**src/hw/rtl/fpr_pkg.sv**
```systemverilog
// shared constants and control types for the fifo page replacement block
package fpr_pkg;

    // fixed field widths
    localparam int PAGE_W     = 4;
    localparam int FRAME_W    = 3;
    localparam int EVPAGE_W   = 4;
    localparam int COUNT_W    = 16;
    localparam int CFG_W      = 4;
    localparam int STAMP_W    = 32;
    localparam int S_TDATA_W  = 8;
    localparam int M_TDATA_W  = 32;
    localparam int PAGE_SPAN  = 2 ** PAGE_W;

    // result packing: fault, frame, evicted_valid, evicted_page, fault_count
    localparam int M_USED_W   = 1 + FRAME_W + 1 + EVPAGE_W + COUNT_W;
    localparam int M_PAD_W    = M_TDATA_W - M_USED_W;
    localparam int S_PAD_W    = S_TDATA_W - PAGE_W;

    // parameter defaults
    localparam int NUM_PAGES_DEF  = 16;
    localparam int NUM_FRAMES_DEF = 8;

    localparam logic [CFG_W-1:0]   FRAMES_RESET = CFG_W'(8);
    localparam logic [COUNT_W-1:0] COUNT_MAX    = '1;

    // oldest-frame search control
    typedef struct packed {
        logic sample;
        logic first;
    } scan_cmd_t;

    // page map update control
    typedef struct packed {
        logic set;
        logic clr;
    } pmap_cmd_t;

endpackage

```
**src/hw/rtl/fpr_oldest_unit.sv**
```systemverilog
// shared stamp comparator that tracks the oldest filled frame during a scan
module fpr_oldest_unit import fpr_pkg::*; #(
    parameter int FIW = 3,
    parameter int PIW = 4
) (
    input  logic                 aclk,
    input  scan_cmd_t            cmd,
    input  logic [FIW-1:0]       idx,
    input  logic [STAMP_W-1:0]   stamp,
    input  logic [PIW-1:0]       page,
    output logic [FIW-1:0]       oldest_idx_next,
    output logic [PIW-1:0]       oldest_page_next
);

    logic [FIW-1:0]     oldest_idx_reg;
    logic [STAMP_W-1:0] oldest_stamp_reg;
    logic [STAMP_W-1:0] oldest_stamp_next;
    logic [PIW-1:0]     oldest_page_reg;
    logic               take;

    // strict less-than keeps the lowest frame among equal stamps
    assign take = cmd.sample && (cmd.first || (stamp < oldest_stamp_reg));

    always_comb begin
        oldest_idx_next   = oldest_idx_reg;
        oldest_stamp_next = oldest_stamp_reg;
        oldest_page_next  = oldest_page_reg;
        if (take) begin
            oldest_idx_next   = idx;
            oldest_stamp_next = stamp;
            oldest_page_next  = page;
        end
    end

    always_ff @(posedge aclk) begin
        oldest_idx_reg   <= oldest_idx_next;
        oldest_stamp_reg <= oldest_stamp_next;
        oldest_page_reg  <= oldest_page_next;
    end

endmodule

```
**src/hw/rtl/fpr_page_map.sv**
```systemverilog
// page map: resident bits in flops and a frame-number memory per page
module fpr_page_map import fpr_pkg::*; #(
    parameter int NUM_PAGES = NUM_PAGES_DEF,
    parameter int PIW       = 4,
    parameter int FIW       = 3
) (
    input  logic           aclk,
    input  logic           aresetn,
    input  logic [PIW-1:0] rd_page,
    output logic           rd_resident,
    output logic [FIW-1:0] rd_frame,
    input  pmap_cmd_t      cmd,
    input  logic [PIW-1:0] set_page,
    input  logic [FIW-1:0] set_frame,
    input  logic [PIW-1:0] clr_page
);

    logic [NUM_PAGES-1:0] resident_reg;
    logic [FIW-1:0]       frame_mem [NUM_PAGES];

    always_ff @(posedge aclk) begin
        if (!aresetn) begin
            resident_reg <= '0;
            rd_resident  <= 1'b0;
        end else begin
            rd_resident <= resident_reg[rd_page];
            if (cmd.clr) begin
                resident_reg[clr_page] <= 1'b0;
            end
            if (cmd.set) begin
                resident_reg[set_page] <= 1'b1;
            end
        end
    end

    always_ff @(posedge aclk) begin
        rd_frame <= frame_mem[rd_page];
        if (cmd.set) begin
            frame_mem[set_page] <= set_frame;
        end
    end

endmodule

```
**src/hw/rtl/fifo_page_replacement_top.sv**
```systemverilog
// top level of the fifo page replacement block: sequencer, frame memories, result register
//
// Each input transfer carries one page reference; each reference yields exactly one
// result transfer with the hit/fault flag, the frame now holding the page, the evicted
// page if any and the saturating fault total. One reference is handled at a time and
// s_tready is low while it is in flight. A hit passes through the page map read, the
// decision and the result load. A miss walks the frames in use one per cycle through a
// single shared stamp comparator, stopping at the first empty frame, then writes the
// chosen frame and loads the result. The result register lets the next reference be
// taken while a finished result still waits on m_tready. frames_in_use is written over
// cfg_wr_en / cfg_wr_data; the user must write it only while no reference is in flight,
// and the block itself does not enforce this. 0 acts as 1 and values above NUM_FRAMES
// act as NUM_FRAMES. No clearing pass is needed after reset.
module fifo_page_replacement_top import fpr_pkg::*; #(
    parameter int NUM_PAGES  = NUM_PAGES_DEF,
    parameter int NUM_FRAMES = NUM_FRAMES_DEF
) (
    input  logic                 aclk,
    input  logic                 aresetn,
    // frames_in_use register
    input  logic                 cfg_wr_en,
    input  logic [CFG_W-1:0]     cfg_wr_data,
    // page reference in
    input  logic                 s_tvalid,
    output logic                 s_tready,
    input  logic [S_TDATA_W-1:0] s_tdata,   // [3:0] page, rest zero
    // result out
    output logic                 m_tvalid,
    input  logic                 m_tready,
    output logic [M_TDATA_W-1:0] m_tdata    // [0] fault, [3:1] frame, [4] evicted_valid,
                                            // [8:5] evicted_page, [24:9] fault_count
);

    localparam int PIW = (NUM_PAGES > 1) ? $clog2(NUM_PAGES) : 1;
    localparam int FIW = (NUM_FRAMES > 1) ? $clog2(NUM_FRAMES) : 1;

    typedef enum logic [2:0] {
        ST_IDLE,
        ST_LOOKUP,
        ST_SCAN,
        ST_WRITE,
        ST_DONE
    } state_t;

    state_t                state_reg;
    logic [PIW-1:0]        page_reg;
    logic [STAMP_W-1:0]    time_reg;
    logic [COUNT_W-1:0]    count_reg;
    logic [CFG_W-1:0]      cfg_reg;
    logic [FIW-1:0]        last_reg;
    logic [FIW-1:0]        cmp_idx_reg;
    logic [FIW-1:0]        chosen_reg;
    logic                  res_fault_reg;
    logic                  res_ev_valid_reg;
    logic [PIW-1:0]        res_ev_page_reg;
    logic [NUM_FRAMES-1:0] filled_reg;
    logic                  m_tvalid_reg;
    logic [M_TDATA_W-1:0]  m_tdata_reg;

    // page number folded into range, worked out at elaboration
    logic [PIW-1:0] page_fold [PAGE_SPAN];
    for (genvar g = 0; g < PAGE_SPAN; g++) begin : g_fold
        assign page_fold[g] = PIW'(g % NUM_PAGES);
    end

    logic [PIW-1:0] s_page_fold;
    assign s_page_fold = page_fold[s_tdata[PAGE_W-1:0]];

    // frame count clamp: 0 acts as 1, above NUM_FRAMES acts as NUM_FRAMES
    logic [7:0]     cfg_ext;
    logic [7:0]     lim_ext;
    logic [FIW-1:0] last_idx;
    always_comb begin
        cfg_ext = 8'(cfg_reg);
        if (cfg_ext == 8'd0) begin
            lim_ext = 8'd1;
        end else if (cfg_ext > 8'(NUM_FRAMES)) begin
            lim_ext = 8'(NUM_FRAMES);
        end else begin
            lim_ext = cfg_ext;
        end
        last_idx = FIW'(lim_ext - 8'd1);
    end

    // page map
    logic           pmap_resident;
    logic [FIW-1:0] pmap_frame;
    logic [PIW-1:0] pmap_rd_page;
    pmap_cmd_t      pmap_cmd;

    assign pmap_rd_page = (state_reg == ST_IDLE) ? s_page_fold : page_reg;
    assign pmap_cmd.set = (state_reg == ST_WRITE);
    assign pmap_cmd.clr = (state_reg == ST_WRITE) && res_ev_valid_reg;

    fpr_page_map #(
        .NUM_PAGES (NUM_PAGES),
        .PIW       (PIW),
        .FIW       (FIW)
    ) u_page_map (
        .aclk        (aclk),
        .aresetn     (aresetn),
        .rd_page     (pmap_rd_page),
        .rd_resident (pmap_resident),
        .rd_frame    (pmap_frame),
        .cmd         (pmap_cmd),
        .set_page    (page_reg),
        .set_frame   (chosen_reg),
        .clr_page    (res_ev_page_reg)
    );

    // frame memories: page held and load stamp, one registered read port for the scan
    logic [PIW-1:0]     fpage_mem [NUM_FRAMES];
    logic [STAMP_W-1:0] stamp_mem [NUM_FRAMES];
    logic [PIW-1:0]     fpage_rd_reg;
    logic [STAMP_W-1:0] stamp_rd_reg;
    logic [FIW-1:0]     fmem_rd_addr;
    logic               scan_last;
    logic               filled_now;

    assign scan_last  = (cmp_idx_reg == last_reg);
    assign filled_now = filled_reg[cmp_idx_reg];

    // prefetch the next frame while the current one is compared
    always_comb begin
        if (state_reg == ST_SCAN && !scan_last) begin
            fmem_rd_addr = cmp_idx_reg + FIW'(1);
        end else if (state_reg == ST_SCAN) begin
            fmem_rd_addr = cmp_idx_reg;
        end else begin
            fmem_rd_addr = '0;
        end
    end

    always_ff @(posedge aclk) begin
        fpage_rd_reg <= fpage_mem[fmem_rd_addr];
        stamp_rd_reg <= stamp_mem[fmem_rd_addr];
        if (state_reg == ST_WRITE) begin
            fpage_mem[chosen_reg] <= page_reg;
            stamp_mem[chosen_reg] <= time_reg;
        end
    end

    // shared comparator for the oldest stamp
    scan_cmd_t      scan_cmd;
    logic [FIW-1:0] oldest_idx_next;
    logic [PIW-1:0] oldest_page_next;

    assign scan_cmd.sample = (state_reg == ST_SCAN) && filled_now;
    assign scan_cmd.first  = (cmp_idx_reg == '0);

    fpr_oldest_unit #(
        .FIW (FIW),
        .PIW (PIW)
    ) u_oldest (
        .aclk             (aclk),
        .cmd              (scan_cmd),
        .idx              (cmp_idx_reg),
        .stamp            (stamp_rd_reg),
        .page             (fpage_rd_reg),
        .oldest_idx_next  (oldest_idx_next),
        .oldest_page_next (oldest_page_next)
    );

    // result word
    logic [M_TDATA_W-1:0] result_word;
    assign result_word = {
        {M_PAD_W{1'b0}},
        count_reg,
        EVPAGE_W'(res_ev_page_reg),
        res_ev_valid_reg,
        FRAME_W'(chosen_reg),
        res_fault_reg
    };

    // sequencer
    always_ff @(posedge aclk) begin
        if (!aresetn) begin
            state_reg    <= ST_IDLE;
            time_reg     <= '0;
            count_reg    <= '0;
            cfg_reg      <= FRAMES_RESET;
            filled_reg   <= '0;
            m_tvalid_reg <= 1'b0;
        end else begin
            if (cfg_wr_en) begin
                cfg_reg <= cfg_wr_data;
            end
            // in ST_DONE a new result may replace the one leaving, handled there
            if (m_tvalid_reg && m_tready && state_reg != ST_DONE) begin
                m_tvalid_reg <= 1'b0;
            end
            case (state_reg)
                ST_IDLE: begin
                    if (s_tvalid) begin
                        page_reg  <= s_page_fold;
                        state_reg <= ST_LOOKUP;
                    end
                end
                ST_LOOKUP: begin
                    res_ev_valid_reg <= 1'b0;
                    res_ev_page_reg  <= '0;
                    if (pmap_resident) begin
                        // hit: nothing changes
                        res_fault_reg <= 1'b0;
                        chosen_reg    <= pmap_frame;
                        state_reg     <= ST_DONE;
                    end else begin
                        res_fault_reg <= 1'b1;
                        if (count_reg != COUNT_MAX) begin
                            count_reg <= count_reg + COUNT_W'(1);
                        end
                        last_reg    <= last_idx;
                        cmp_idx_reg <= '0;
                        state_reg   <= ST_SCAN;
                    end
                end
                ST_SCAN: begin
                    if (!filled_now) begin
                        // first empty frame wins
                        chosen_reg <= cmp_idx_reg;
                        state_reg  <= ST_WRITE;
                    end else if (scan_last) begin
                        // all full: replace the oldest
                        chosen_reg       <= oldest_idx_next;
                        res_ev_valid_reg <= 1'b1;
                        res_ev_page_reg  <= oldest_page_next;
                        state_reg        <= ST_WRITE;
                    end else begin
                        cmp_idx_reg <= cmp_idx_reg + FIW'(1);
                    end
                end
                ST_WRITE: begin
                    filled_reg[chosen_reg] <= 1'b1;
                    state_reg              <= ST_DONE;
                end
                ST_DONE: begin
                    if (!m_tvalid_reg || m_tready) begin
                        m_tvalid_reg <= 1'b1;
                        m_tdata_reg  <= result_word;
                        time_reg     <= time_reg + STAMP_W'(1);
                        state_reg    <= ST_IDLE;
                    end
                end
                default: begin
                    state_reg <= ST_IDLE;
                end
            endcase
        end
    end

    assign s_tready = (state_reg == ST_IDLE);
    assign m_tvalid = m_tvalid_reg;
    assign m_tdata  = m_tdata_reg;

endmodule
```
**config.mk**
```make
export PLATFORM = sky130hd
export DESIGN_NAME = fifo_page_replacement_top
export DESIGN_NICKNAME = d
export VERILOG_FILES = /design/src/hw/rtl/fpr_pkg.sv /design/src/hw/rtl/fpr_oldest_unit.sv /design/src/hw/rtl/fpr_page_map.sv /design/src/hw/rtl/fifo_page_replacement_top.sv
export SDC_FILE = /design/constraint.sdc
export NUM_CORES = 1
export LEC_CHECK = 0
export BUFFER_PORTS_ARGS = -buffer_cell sky130_fd_sc_hd__buf_2
export CELL_PAD_IN_SITES_DETAIL_PLACEMENT = 1
export CELL_PAD_IN_SITES_GLOBAL_PLACEMENT = 1
export CORE_ASPECT_RATIO = 0.9
export CORE_MARGIN = 2
export CORE_UTILIZATION = 45
export DETAILED_ROUTE_END_ITERATION = 7
export HOLD_SLACK_MARGIN = 0.1
export PLACE_DENSITY_LB_ADDON = 0.1
export SETUP_SLACK_MARGIN = 0.15
export SLEW_MARGIN = 15
export SYNTH_ARGS = -nofsm -noshare
export SYNTH_HDL_FRONTEND = slang
export SYNTH_SLANG_ARGS = --single-unit
```
**constraint.sdc**
```tcl
create_clock -name aclk -period 8.6 [get_ports aclk]
set_input_delay 0.43 -clock aclk [delete_from_list [all_inputs] [get_ports aclk]]
set_output_delay 0.43 -clock aclk [all_outputs]
set_load 0.01 [all_outputs]
```
==> results of run 1 <==
==> metrics by stage <==
stage                     std cells  cell area (um2)  total power [uW]
after floorplan                1400            21600              3160
after global placement         2024            22500              3250
after detailed placement       2024            22500              3260
after CTS                      2135            24400              5700
after global routing           2135            24400              5820
final                          2135            24400              5630
==> layout make-up <==
type | instances | area [um2] | area share, %
sequential | 539 | 14900 | 61.2
multi-input combinational | 759 | 6250 | 25.7
clock buffer | 78 | 1540 | 6.30
tap | 624 | 781 | 3.20
timing repair buffer | 67 | 435 | 1.79
clock inverter | 26 | 293 | 1.20
inverter | 42 | 158 | 0.647
==> layer usage <==
metal	share of wire [%]	global-route usage, %	up-vias
met2	48	31.9	136
met1	48	26.6	5901
met4	1.7	4.91	0
met3	2.9	2.71	58
li1	-	-	5394
met5	0	0	-
==> cells by family after synthesis <==
family / count (synthesis) / share of synthesized area [%]
flops: 539 / 69.2
simple gates: 290 / 7.18
compound gates: 194 / 7.13
mux: 187 / 10.3
buf+inv: 102 / 2.27
xor+xnor: 45 / 1.90
fa+ha+maj: 36 / 2.09
other cells: 1 / 0.0174
==> worst paths after layout <==
kind / slack, ps / depth (start not counted) / end / startpoint
hold reg to reg: 440 / 0 / u_oldest.oldest_stamp_reg[0] / stamp_rd_reg[0]
setup / recovery: 4930 / 9 / chosen_reg[2] / cmp_idx_reg[1]
hold / removal: 140 / 3 / cfg_reg[2] / cfg_wr_data[2]
setup reg to reg: 4930 / 9 / chosen_reg[2] / cmp_idx_reg[1]
==> repair_timing <==
item | CTS | global route
hold buffers | 7 | 0
hold endpoints to repair | 7 | 0
resized for setup | 0 | 0
==> cell usage after synthesis (26+ instances only) <==
master                     number
sky130_fd_sc_hd__a211oi_2      30
sky130_fd_sc_hd__and2_1        42
sky130_fd_sc_hd__dfxtp_1      127
sky130_fd_sc_hd__edfxtp_1     412
sky130_fd_sc_hd__ha_1          36
sky130_fd_sc_hd__inv_1         40
sky130_fd_sc_hd__mux2_2       112
sky130_fd_sc_hd__mux2i_1       59
sky130_fd_sc_hd__nand2_1       44
sky130_fd_sc_hd__nor2_1        69
sky130_fd_sc_hd__o21a_1        42
sky130_fd_sc_hd__o22ai_1       35
sky130_fd_sc_hd__xnor2_1       26
==> worst max-delay path, stage by stage, from the launching register on <==
cell and delay, ps:
sky130_fd_sc_hd__edfxtp_1 640, sky130_fd_sc_hd__inv_1 190, sky130_fd_sc_hd__ha_1 220, sky130_fd_sc_hd__and2b_1 240, sky130_fd_sc_hd__nor4_1 460, sky130_fd_sc_hd__and2_1 320, sky130_fd_sc_hd__o41ai_2 190, sky130_fd_sc_hd__nand3_2 250
sky130_fd_sc_hd__inv_2 400, sky130_fd_sc_hd__a221o_1 480
==> power breakdown <==
group / internal [uW] / switching, uW
Combinational: 139 / 190
Clock: 1450 / 979
Sequential: 2830 / 43.6
==> metrics.cfg, run 1 <==
[floorplanning]
die_height_um = 212
floorplan.io_pins = 51
floorplan.die_area_mm2 = 0.0497
coreArea_mm2 = 0.0475
floorplan.initialDensity_pct = 45.4
std_cell_rows = 76
die_w_um = 235

[logic_synthesis]
synth_warnings = 0
netlist_top_cells_area = sky130_fd_sc_hd__edfxtp_1 57%, sky130_fd_sc_hd__dfxtp_1 12%, sky130_fd_sc_hd__mux2_2 5.8%
synthFlopType = sky130_fd_sc_hd__edfxtp_1
syn_inst = 1394
synth_edf_count = 412
syn-cell-area_mm2 = 0.0216
synth.distinct_cells = 71
synth.top_cell.area_share_pct = 57.4
syn-mean-instance-area_um2 = 15.5
synth-async-reset-ratio_pct = 0
area_leader_netlist = sky130_fd_sc_hd__edfxtp_1
synth-seq-cells = 539
sequential_share_of_the_synthesized_area_pct = 69.2

[timing]
fmax_mhz = 273
slew_headroom_pct = 24.6
finalMaxSlewViolations = 0
fin_crit_ps = 3670
worst_hold_slack_ps = 142
final.setup_skew_ps = 13.8
setup-violations-final = 0
timing.final.crit_share_pct = 42.6
tightest_slew_ps = 1100
setup_ws_ps = 4930
final_count_of_hold_timing_violations = 0
fin_setup_tns_ps = 0
unrepaired_setup_endpoints_after_global_routing = false

[layout]
synth_to_layout_area_growth_pct = 13.0
layout.cells.most_common = sky130_fd_sc_hd__edfxtp_1
finish.net_count = 1518
number_of_diodes = 0
drive_gt1_share_pct = 21.0
reg_top3 = stamp_mem x256, u_page_map.frame_mem x48
largest-register = stamp_mem
post-route-util_pct = 51.3
layout.cells.most_common_list = 412 x sky130_fd_sc_hd__edfxtp_1, 127 x sky130_fd_sc_hd__dfxtp_1, 112 x sky130_fd_sc_hd__mux2_2, 66 x sky130_fd_sc_hd__nor2_1, 59 x sky130_fd_sc_hd__mux2i_1
fillCellCount = 4562
largest_register_ffs = 256

[clocking]
clk_pin_slew_worst_paths_ps = 60
tritoncts = done
cts.htree.levels = 2
clockRootBuffer = sky130_fd_sc_hd__clkbuf_16
clk-insertion-delay-late_ps = 590
cts.sinks = 539
cts_buf_count = 56
post_cts.repair.setup_buffers = 0
cts.path.max_buffers = 3

[detailed_routing]
routed_wire_length_per_instance_um = 22.0
drt_wl_total_um = 46900
initialDrtViolationCount = 549
detail-route-antenna-nets = 0
routed_via_density = 5.38
detailroute.via_count = 11500
detail_route.first_pass.iterations = 4
drc = 0

[setup_path]
worstSetupEndpointType = register
setup.worst_path.class = register to register
worstPathMaxFanout = 34
crit_required_ps = 8940
cp.arrival_ps = 4010
start_kind = register

[grt]
grt_max_degree = 145
grt_use_total_pct = 19.2
grt.overflow.total = 0
grt_first_pass_wirelength_um = 73100
antenna_found_initial = 1
via_count_of_the_first_global_routing_pass = 12300

[run]
max_cap_violations = 0

[placed_design]
place_congestion = 0.735
post-dp-hpwl_um = 26100
place_worst_setup_slack_ps = 4860
io_buffers = 39

[hold_path]
worst_hold_path_type = input port to register

[pwr]
ir_worst_vdd_mv = 0.153
powerDensity_mw_per_mm2 = 231
p_leak_uw = 0.00937

[run_status]
outcome = completed

Power figures use the tool's default switching activity.
==> inputs of run 2 (changes only) <==
clock period = 3.35 ns   (was 8.6 ns; I/O delays follow)
==> run 2 against run 1 <==
Via count grew 1.7%. Global-route usage shrank 0.093 points. Core utilization grew 0.94 points. Non-clock buffer count grew 28. Critical path depth is the same. Power grew to 2.6 times the previous value. Die area is the same. Flip-flop and latch count is the same. Wire length shrank 0.23%. Critical path type unchanged.
==> metrics.cfg, run 2 (same netlist as run 1, synthesis figures left out) <==
[setup_path]
timing.critical_path.slowest_stage_cell = sky130_fd_sc_hd__or3_1
worstPathMaxFanout = 5  ; -85%
r2r-end = chosen_reg[2]
cpLargestDelayFamily = compound AO/OA/AOI/OAI gates
cp.arrival_ps = 3190  ; -820 ps
start_kind = register
critical-path-max-stage-delay_ps = 470  ; -170 ps
cp_cell_sequence = inv_1, ha_1, nand4_1, or3_1, a2111oi_0, o41ai_2, nand3_2, inv_2, a221o_1
setup.worst_path.class = register to register
reg2reg_from = u_oldest.oldest_stamp_reg[15]
worstSetupEndpointType = register
r2r_cells = 9  ; unchanged
r2r_setup_slack_ps = 490  ; -4440 ps
path_buf_inv = 2  ; unchanged
crit_required_ps = 3680  ; -5260 ps

[placed_design]
place_congestion = 0.750  ; +2.0%
io_buffers = 39  ; unchanged
place_worst_setup_slack_ps = 502  ; -4360 ps
post-dp-hpwl_um = 27100  ; +4.0%
place_inst = 2045  ; +1.0%

[timing]
finalMaxSlewViolations = 0  ; unchanged
slew_headroom_pct = 39.3  ; +15 points
fmax_mhz = 350  ; +28%
unrepaired_setup_endpoints_after_global_routing = false
final_count_of_hold_timing_violations = 0  ; unchanged
final.setup_skew_ps = 16.3  ; +2.48 ps
setup-violations-final = 0  ; unchanged
fin_crit_ps = 2860  ; -810 ps
setup_ws_ps = 492  ; -4440 ps
tightest_slew_ps = 911  ; -188 ps
timing.final.crit_share_pct = 85.3  ; +43 points
fin_setup_tns_ps = 0  ; unchanged

[clocking]
clk-insertion-delay-late_ps = 600  ; about the same
tritoncts = done
clk_pin_slew_worst_paths_ps = 60  ; about the same
clockRootBuffer = sky130_fd_sc_hd__clkbuf_16
cts.sinks = 539  ; unchanged
cts.htree.levels = 2  ; unchanged
cts.path.max_buffers = 3  ; unchanged
post_cts.repair.setup_buffers = 0  ; unchanged
cts_buf_count = 55  ; -1.8%

[layout]
reg_top3 = stamp_mem x256, u_page_map.frame_mem x48
final_cell_count_no_fill = 2161  ; +1.2%
largest-register = stamp_mem
drive_gt1_share_pct = 22.8  ; +1.9 points
finish.net_count = 1545  ; +1.8%
number_of_diodes = 0  ; unchanged
layout.cells.most_common = sky130_fd_sc_hd__edfxtp_1
synth_to_layout_area_growth_pct = 15.1
post-route-util_pct = 52.2  ; +0.94 points
layout.cells.most_common_list = 412 x sky130_fd_sc_hd__edfxtp_1, 127 x sky130_fd_sc_hd__dfxtp_1, 112 x sky130_fd_sc_hd__mux2_2, 66 x sky130_fd_sc_hd__nor2_1, 59 x sky130_fd_sc_hd__mux2i_1
largest_register_ffs = 256  ; unchanged

[floorplanning]
floorplan.die_area_mm2 = 0.0497  ; unchanged
die_w_um = 235  ; unchanged
floorplan.initialDensity_pct = 45.4  ; unchanged
std_cell_rows = 76  ; unchanged
die_height_um = 212  ; unchanged
floorplan.io_pins = 51  ; unchanged
coreArea_mm2 = 0.0475  ; unchanged

[detailed_routing]
initialDrtViolationCount = 543  ; -1.1%
detail-route-antenna-nets = 0  ; unchanged
drt_wl_total_um = 46800  ; -0.23%
routed_via_density = 5.40  ; +0.43%
drc = 0  ; unchanged
routed_wire_length_per_instance_um = 21.7  ; -1.4%
detail_route.first_pass.iterations = 5  ; +1
detailroute.via_count = 11700  ; +1.7%

[grt]
grt_first_pass_wirelength_um = 72700  ; -0.54%
grt_max_degree = 56  ; -61%
grt_use_total_pct = 19.1  ; -0.093 points
via_count_of_the_first_global_routing_pass = 12300  ; -0.089%
grt.overflow.total = 0  ; unchanged
antenna_found_initial = 0  ; -1

[pwr]
ir_worst_vdd_mv = 0.437  ; +190%
powerDensity_mw_per_mm2 = 587  ; +150%
fin_total_pwr_uw = 14600  ; +160%
p_leak_uw = 0.00955  ; +1.9%

[run]
max_cap_violations = 0  ; unchanged

[hold_path]
timing.hold.worst.start = aresetn
holdPathEnd = state_reg[1]
worst_hold_path_type = input port to register
min_delay_path_depth = 2  ; -1

[run_status]
outcome = completed

run 2: what timing repair did:
action                     CTS  global route
setup endpoints to repair    0             0
gates resized for setup      0             0
hold endpoints to repair    19             0
hold buffers                14             0
run 2: worst register-to-register path: stages (launching register included):
cell and delay (ps):
sky130_fd_sc_hd__edfxtp_1 320, sky130_fd_sc_hd__inv_1 40, sky130_fd_sc_hd__ha_1 310, sky130_fd_sc_hd__nand4_1 200, sky130_fd_sc_hd__or3_1 470, sky130_fd_sc_hd__a2111oi_0 460
sky130_fd_sc_hd__o41ai_2 240, sky130_fd_sc_hd__nand3_2 150, sky130_fd_sc_hd__inv_2 60, sky130_fd_sc_hd__a221o_1 350
run 2: through the flow:
step / hold slack (ps) / cell area (um2)
detailed placement: 367 / 22800
CTS: 152 / 24800
floorplan: 266 / 21600
global route: 174 / 24800
global placement: 366 / 22800
finish: 167 / 24800
run 2: layout make-up:
cell class	instances	area, um2
multi-input combinational	759	6270
clock buffer	85	1670
clock inverter	17	211
sequential	539	14900
inverter	42	158
tap	624	781
fill	4555	22700
timing repair buffer	95	813
run 2: worst max path at each step:
| stage | from | end | slack [ps] | cells past startpoint |
|---|---|---|---|---|
| floorplan | chosen_reg[1] | fpage_mem[4][0] | -460 | 2 |
| global placement | u_oldest.oldest_stamp_reg[15] | chosen_reg[2] | 530 | 9 |
| detailed placement | u_oldest.oldest_stamp_reg[15] | chosen_reg[2] | 500 | 9 |
| CTS | u_oldest.oldest_stamp_reg[15] | chosen_reg[2] | 460 | 9 |
| global route | u_oldest.oldest_stamp_reg[15] | chosen_reg[2] | 300 | 9 |
| finish | u_oldest.oldest_stamp_reg[15] | chosen_reg[2] | 490 | 9 |
run 2: power by group:
group	leakage (uW)	switching [uW]	internal, uW
Sequential	0.00529	103	7260
Clock	0.000931	2490	3800
Combinational	0.00333	508	395
Total	0.00955	3110	11500
run 2: routing by layer:
| layer | global-route usage (%) | routed length (um) | vias up |
|---|---|---|---|
| li1 | - | - | 5459 |
| met1 | 26.2 | 21900 | 6013 |
| met2 | 31.9 | 22400 | 138 |
| met3 | 2.41 | 1350 | 69 |
| met4 | 5.76 | 1070 | 0 |
| met5 | 0 | 0 | - |
==> inputs of run 3 (changes only) <==
CAP_MARGIN = 5   (was default)
CORE_UTILIZATION = 48   (was 45)
==> run 3 against run 2 <==
Setup slack lost 11 ps. Critical path type unchanged. Worst hold slack gained 140 ps. Sequential power is essentially flat. Flip-flop and latch count is the same. Highest routed layer unchanged. Via count shrank 0.29%. Maximum frequency shrank 0.38%. Cell count shrank 1.3%.
==> metrics.cfg, run 3 (same netlist as run 1, synthesis figures left out) <==
[setup_path]
cpLargestDelayFamily = buffers and inverters
worstSetupEndpointType = register
timing.critical_path.slowest_stage_cell = sky130_fd_sc_hd__buf_4
setup.worst_path.class = register to register
worstPathMaxFanout = 32  ; +27
reg2reg_from = cmp_idx_reg[1]
critical-path-max-stage-delay_ps = 440  ; -30 ps
crit_required_ps = 3570  ; -110 ps
worst_setup_path_startpoint = cmp_idx_reg[1]
start_kind = register
cp_cell_sequence = inv_1, ha_1, and2b_1, inv_1, a222oi_1, o31a_1, nand3_2, inv_2, buf_4
path_buf_inv = 4  ; +2
cp.arrival_ps = 3090  ; -100 ps
timing.critical_path.mode_cell = sky130_fd_sc_hd__inv_1

[floorplanning]
coreArea_mm2 = 0.0443  ; -6.8%
floorplan.initialDensity_pct = 48.7  ; +3.3 points
die_height_um = 205  ; -3.1%
floorplan.io_pins = 51  ; unchanged
die_w_um = 227  ; -3.1%
floorplan.die_area_mm2 = 0.0466  ; -6.1%
std_cell_rows = 73  ; -3.9%

[detailed_routing]
routed_via_density = 5.46  ; +1.0%
detail-route-antenna-nets = 0  ; unchanged
drt_wl_total_um = 46100  ; -1.5%
detailroute.via_count = 11600  ; -0.29%
initialDrtViolationCount = 697  ; +28%
drc = 0  ; unchanged
routed_wire_length_per_instance_um = 21.6  ; -0.19%
detail_route.first_pass.iterations = 5  ; unchanged

[timing]
fmax_mhz = 349  ; -0.38%
fin_setup_tns_ps = 0  ; unchanged
final.setup_skew_ps = 8.99  ; -7.34 ps
final_count_of_hold_timing_violations = 0  ; unchanged
unrepaired_setup_endpoints_after_global_routing = false
setup-violations-final = 0  ; unchanged
slew_headroom_pct = 38.9  ; -0.41 points
tightest_slew_ps = 917  ; +6.09 ps
fin_crit_ps = 2870  ; +10.8 ps
finalMaxSlewViolations = 0  ; unchanged
timing.final.crit_share_pct = 85.6  ; +0.32 points

[run_status]
outcome = completed

[clocking]
tritoncts = done
cts.sinks = 539  ; unchanged
cts_buf_count = 55  ; unchanged
cts.path.max_buffers = 3  ; unchanged
cts.htree.levels = 2  ; unchanged
clk_pin_slew_worst_paths_ps = 60  ; about the same
cts_resized = 0  ; unchanged
clockRootBuffer = sky130_fd_sc_hd__clkbuf_16
post_cts.repair.setup_buffers = 0  ; unchanged
clk-insertion-delay-late_ps = 590  ; about the same
postCtsHoldBufs = 15  ; +1

[placed_design]
io_buffers = 39  ; unchanged
detailed_place.area_mm2 = 0.0227  ; -0.33%
place_congestion = 0.763  ; +1.7%
post-dp-hpwl_um = 26700  ; -1.5%

[pwr]
ir_worst_vdd_mv = 0.389  ; -11%
fin_total_pwr_uw = 14100  ; -2.9%
powerDensity_mw_per_mm2 = 575  ; -2.0%
p_leak_uw = 0.00945  ; -1.1%

[layout]
post-route-util_pct = 55.5  ; +3.3 points
layout.cells.most_common_list = 412 x sky130_fd_sc_hd__edfxtp_1, 127 x sky130_fd_sc_hd__dfxtp_1, 112 x sky130_fd_sc_hd__mux2_2, 66 x sky130_fd_sc_hd__nor2_1, 59 x sky130_fd_sc_hd__mux2i_1
synth_to_layout_area_growth_pct = 14.1
largest_register_ffs = 256  ; unchanged
layout.cells.most_common = sky130_fd_sc_hd__edfxtp_1
finish.net_count = 1540  ; -0.32%
drive_gt1_share_pct = 21.6  ; -1.2 points
reg_top3 = stamp_mem x256, u_page_map.frame_mem x48
final_design_area_no_fill_mm2 = 0.0246  ; -0.87%
number_of_diodes = 0  ; unchanged
largest-register = stamp_mem

[grt]
grt_use_total_pct = 20.5  ; +1.4 points
antenna_found_initial = 0  ; unchanged
via_count_of_the_first_global_routing_pass = 12400  ; +0.71%
grt_first_pass_wirelength_um = 72200  ; -0.69%
grt.overflow.total = 0  ; unchanged
grt_max_degree = 47  ; -16%

[hold_path]
timing.hold.worst.start = s_tdata[2]
worst_hold_path_type = input port to register

[run]
max_cap_violations = 0  ; unchanged

==> run 3: cell types whose count changed in the layout (fill, tap and decap cells not counted) <==
cell and delta:
sky130_fd_sc_hd__clkinvlp_4 -1, sky130_fd_sc_hd__bufinv_16 -3, sky130_fd_sc_hd__clkbuf_8 -9, sky130_fd_sc_hd__clkbuf_1 +3, sky130_fd_sc_hd__clkinv_1 +12, sky130_fd_sc_hd__buf_4 -6
sky130_fd_sc_hd__clkinv_2 -2, sky130_fd_sc_hd__clkbuf_16 +1, sky130_fd_sc_hd__dlygate4sd3_1 +1
==> run 3: worst paths after layout <==
path	slack [ps]	end	cells after the start
max	480	u_oldest.oldest_stamp_reg[30]	9
min	310	page_reg[2]	2
max reg2reg	480	u_oldest.oldest_stamp_reg[30]	9
min reg2reg	440	u_oldest.oldest_stamp_reg[19]	0
==> run 3: stage by stage <==
stage	hold WS, ps	worst slack (ps)	instances
after floorplan	266	-459	1400
after global placement	361	581	2015
after detailed placement	362	511	2015
after CTS	281	492	2133
after global routing	296	312	2133
final	312	481	2133
==> run 3: cell type report <==
| type | instances | area [um2] |
|---|---|---|
| tap | 600 | 751 |
| sequential | 539 | 14900 |
| fill | 4125 | 19700 |
| clock buffer | 80 | 1580 |
| timing repair buffer | 90 | 778 |
| multi-input combinational | 759 | 6270 |
| clock inverter | 23 | 149 |
| inverter | 42 | 158 |
==> run 3: power by group <==
| part | switching, uW | internal (uW) |
|---|---|---|
| clock network | 2460 | 3410 |
| logic | 520 | 392 |
| registers | 100 | 7270 |
| total | 3080 | 11100 |
==> run 3: layer usage <==
layer  share of wire, %  global-route usage, %  up-vias
li1                   -                      -     5457
met1                 47                   29.3     5950
met2                 47                   32.7      167
met3                3.6                   3.14       71
met4                2.1                   5.79        0
met5                  0                      0        -
